<file path="src/rtl/core/mx2_pkg.sv">
// ----------------------------------------------------------------------------
// mx2_pkg
// Shared types and codes of the 2x2 matrix coprocessor.
// ----------------------------------------------------------------------------
package mx2_pkg;

  localparam int unsigned WordW  = 32;
  localparam int unsigned AddrW  = 4;
  localparam int unsigned NumWords = 16;

  typedef logic [WordW-1:0] word_t;
  typedef logic [AddrW-1:0] addr_t;
  typedef word_t [3:0]      quad_t;

  // operation codes held in the operation word
  localparam word_t OP_ADD       = 32'h0000_000b;
  localparam word_t OP_SUB       = 32'h0000_000c;
  localparam word_t OP_MUL       = 32'h0000_000d;
  localparam word_t OP_TRANSPOSE = 32'h0000_000e;
  localparam word_t OP_DET       = 32'h0000_000f;

  // status handshake codes
  localparam word_t START_CODE   = 32'h0000_0002;
  localparam word_t DONE_CODE    = 32'h0000_0004;

  // word map
  localparam addr_t ADDR_A0      = 4'd0;
  localparam addr_t ADDR_B0      = 4'd4;
  localparam addr_t ADDR_RES0    = 4'd8;
  localparam addr_t ADDR_DET     = 4'd12;
  localparam addr_t ADDR_OP      = 4'd14;
  localparam addr_t ADDR_STATUS  = 4'd15;

  typedef struct packed {
    logic  is_write;
    addr_t addr;
    word_t wdata;
  } mx2_access_t;

  typedef struct packed {
    logic  quad_we;
    logic  det_we;
    quad_t quad;
    word_t det;
  } mx2_alu_res_t;

endpackage

</file>
<file path="src/rtl/core/mx2_regfile.sv">
// ----------------------------------------------------------------------------
// mx2_regfile
// Sixteen-word register file: bus reads and writes, start handling and
// result write-back from the ALU.
// ----------------------------------------------------------------------------
module mx2_regfile
  import mx2_pkg::*;
(
  input  logic         clk,
  input  logic         rst_n,
  input  logic         exec_en,
  input  mx2_access_t  acc,
  input  mx2_alu_res_t alu_res,
  output word_t        rdata,
  output quad_t        mat_a,
  output quad_t        mat_b,
  output word_t        op
);

  word_t word_r   [NumWords];
  word_t word_nxt [NumWords];
  logic  start;

  assign start = acc.is_write && (acc.addr == ADDR_STATUS) && (acc.wdata == START_CODE);
  assign rdata = word_r[acc.addr];
  assign op    = word_r[ADDR_OP];

  always_comb begin
    for (int i = 0; i < 4; i++) begin
      mat_a[i] = word_r[ADDR_A0 + addr_t'(i)];
      mat_b[i] = word_r[ADDR_B0 + addr_t'(i)];
    end
  end

  always_comb begin
    word_nxt = word_r;
    if (exec_en && acc.is_write) begin
      if (start) begin
        if (alu_res.quad_we) begin
          for (int i = 0; i < 4; i++) begin
            word_nxt[ADDR_RES0 + addr_t'(i)] = alu_res.quad[i];
          end
        end
        if (alu_res.det_we) begin
          word_nxt[ADDR_DET] = alu_res.det;
        end
        word_nxt[ADDR_STATUS] = DONE_CODE;
      end else begin
        word_nxt[acc.addr] = acc.wdata;
      end
    end
  end

  always_ff @(posedge clk) begin
    if (!rst_n) begin
      for (int i = 0; i < NumWords; i++) begin
        word_r[i] <= '0;
      end
    end else begin
      word_r <= word_nxt;
    end
  end

endmodule

</file>
<file path="config.mk">
export PLATFORM = sky130hd
export DESIGN_NAME = mx2_regfile
export DESIGN_NICKNAME = d
export VERILOG_FILES = /design/src/rtl/core/mx2_pkg.sv /design/src/rtl/core/mx2_regfile.sv
export SDC_FILE = /design/constraint.sdc
export NUM_CORES = 1
export LEC_CHECK = 0
export ABC_CLOCK_PERIOD_IN_PS = 6500
export BUFFER_PORTS_ARGS = -buffer_cell sky130_fd_sc_hd__buf_2
export CAP_MARGIN = 0
export CORE_ASPECT_RATIO = 1.1
export CORE_MARGIN = 5
export CORE_UTILIZATION = 50
export CTS_BUF_LIST = sky130_fd_sc_hd__clkbuf_4
export DETAILED_ROUTE_END_ITERATION = 10
export GPL_ROUTABILITY_DRIVEN = 0
export PLACE_DENSITY_LB_ADDON = 0.25
export SLEW_MARGIN = 10
export SYNTH_ARGS = -nofsm -noshare
export SYNTH_HDL_FRONTEND = slang
export SYNTH_SLANG_ARGS = --single-unit
</file>
<file path="constraint.sdc">
create_clock -name clk -period 6.5 [get_ports clk]
set_clock_uncertainty 0.15 [all_clocks]
set_input_delay 0.325 -clock clk [delete_from_list [all_inputs] [get_ports clk]]
set_output_delay 0.325 -clock clk [all_outputs]
set_load 0.05 [all_outputs]
</file>
==> reports/qor.txt <==
Outcome -> finished clean
Lkg Pwr -> 13.29 nW
Worst slack at placement -> 2.368 ns
Layout cells sized above 1 -> 0.2722
Maxcap violations -> 0
Critical path class -> in2reg
Yosys warns -> 0
Measured slew at the worst slew-check pin -> 1.271 ns
Largest net degree at the start of global routing -> 262
Final WL -> 114700 um
I/O Pins -> 522
# rows -> 88
Port Buffers -> 521
CTS Sinks -> 512
Critical Path AT -> 5.21 ns
Post-detail-place hpwl -> 66390 um
Core footprint -> 0.05219 mm2
Global-route wire length before repair -> 168200 um
Tmin final -> 4.403 ns
Total negative slack -> 0 ns
DRC Markers -> 0
Total power -> 6.928 mW
CTS tree -> built
DR vias/cell -> 6.205
RSZ-0062 raised after global routing -> false
Tot GR Track Use -> 0.3802
DP Area -> 0.02670 mm2
Initial drt markers -> 3758
Share of async-settable or async-resettable flops after synthesis -> 0
CTS Buf Count -> 139
RR Startpoint -> word_r[166]$_SDFFE_PN0P_
Worst slew margin -> 0.1529
Maximum root-to-sink buffer count -> 3
Die H -> 250.2 um
Final period util -> 0.6773
Worst skew pair latency -> 0.98 ns
Post-CTS Setup Inserts -> 0
Area of the mapped netlist -> 0.02622 mm2
Startpoint Class -> input port
HP Class -> in2reg
Worst setup EP type -> register
Synth top area share -> 0.3909
Number of global-route vias before repair -> 26.36k
Maximum vdd drop -> 167.5 uV
Resized Gates After CTS -> 0
PwrDens -> 205.4 mW/mm2
Seq/Total Area, Yosys -> 0.3909
Hold Slack -> 0.1669 ns
Syn_nets -> 3070
Die area -> 0.05713 mm2
Seq cells post-synth -> 512
Post-Layout Cell Count -> 4277
Non-Filler Cell Area, Final -> 0.03373 mm2
Commonest cells in the synthesized netlist -> nand2_1, dfxtp_1, a21boi_0
Distinct cells, synth -> 34
Final Hold Viols -> 0
Synth area leaders -> dfxtp_1, mux4_2, a21boi_0, nand2_1, buf_4
H-tree levels -> 4
Worst EP required -> 7.31 ns
Crit-path max FO -> 111
Fin nets -> 3711
Crit path launch -> acc[8]
Avg Cell Area, Syn -> 9.143 um2
Final WS setup -> 2.097 ns
Placed instance count -> 3514
Post-synth top flop -> dfxtp_1
Hold Buf Count CTS -> 529
Via count -> 26.54k
HP Start -> alu_res[160]
Final core utilization -> 0.6462
Initial antenna violation count -> 14
Drt pass-1 iters -> 7
Finish-stage setup viols -> 0
Final Max Slew Viols -> 0
Fmax achieved -> 227.1 MHz
WL per Instance -> 26.81 um
Synth area leader -> dfxtp_1
CTS Root Cell -> clkbuf_4
Count leader, synth -> nand2_1
Remaining Overflow, GRT -> 0
Mapped Cells -> 2868
Post-synth EDFFs -> 0
Antenna Nets Post-Route -> 0
Synth-to-layout area growth -> 28.63%
Reg clk slew, reported paths -> 0.08 ns
Die Wd -> 228.3 um
Starting density of the core -> 0.5024
## sequential cells by signal, summed over array words and instances (netlist names)
register	cells
mat_b	128
mat_a	128
word_r	224
op	32
## kinds of logic after synthesis
logic type / share of synthesized area
multiplexers: 0.1374
buffers and inverters: 0.1331
flip-flops: 0.3909
AO/OA/AOI/OAI: 0.2224
AND/OR/NAND/NOR: 0.1162
## path summary, 6_finish.rpt
kind	endpoint	slack, ns	depth (start not counted)
setup / recovery	word_r[220]$_SDFFE_PN0P_	2.10	10
hold / removal	word_r[98]$_SDFFE_PN0P_	0.17	4
hold reg to reg	word_r[26]$_SDFFE_PN0P_	0.32	2
setup reg to reg	word_r[166]$_SDFFE_PN0P_	4.46	3
## where the power goes
group,leakage (nW),internal (mW),switching (mW)
clock,1.02,1.55,1.45
combinational,8.14,0.319,0.422
sequential,4.13,3.17,0.0230
total,13.3,5.04,1.89
## area by class of cell
type	count	area [um2]
Fill cell	4066	18460
Clock inverter	26	215.2
Sequential cell	512	10250
Timing Repair Buffer	1099	8309
Clock buffer	199	1494
Antenna cell	9	22.52
Tap cell	675	844.6
Multi-Input combinational cell	1757	12590
## layout by cell type, fill, tap and decap left out, drive strengths merged, types with 4 or more instances in the layout
cell type,n
nand3,5
a21oi,150
nor4,13
clkinv,13
buf,570
or2,5
o31ai,150
diode,9
o221a,10
mux4,160
dlygate4sd3,529
nand2,714
bufinv,4
a21boi,360
a22oi,150
clkbuf,199
nor2,11
dfxtp,512
nor3,13
inv,6
## worst max-delay path: stages
cell and delay, ns:
dlygate4sd3_1 0.54, buf_2 0.33, nor4_1 0.39, nand4_1 0.40
nor3_2 0.35, buf_4 0.94, a22oi_1 0.33, dlygate4sd3_1 0.73
a21oi_1 0.20, dlygate4sd3_1 0.56
## routing by layer
| metal | track usage | vias up | wire, um |
|---|---|---|---|
| li1 | - | 11150 | - |
| met1 | 0.4683 | 12640 | 42030 |
| met2 | 0.5906 | 2161 | 50930 |
| met3 | 0.1333 | 579 | 14030 |
| met4 | 0.2007 | 6 | 7632 |
| met5 | 0 | - | 28 |
Power figures use the tool's default switching activity.
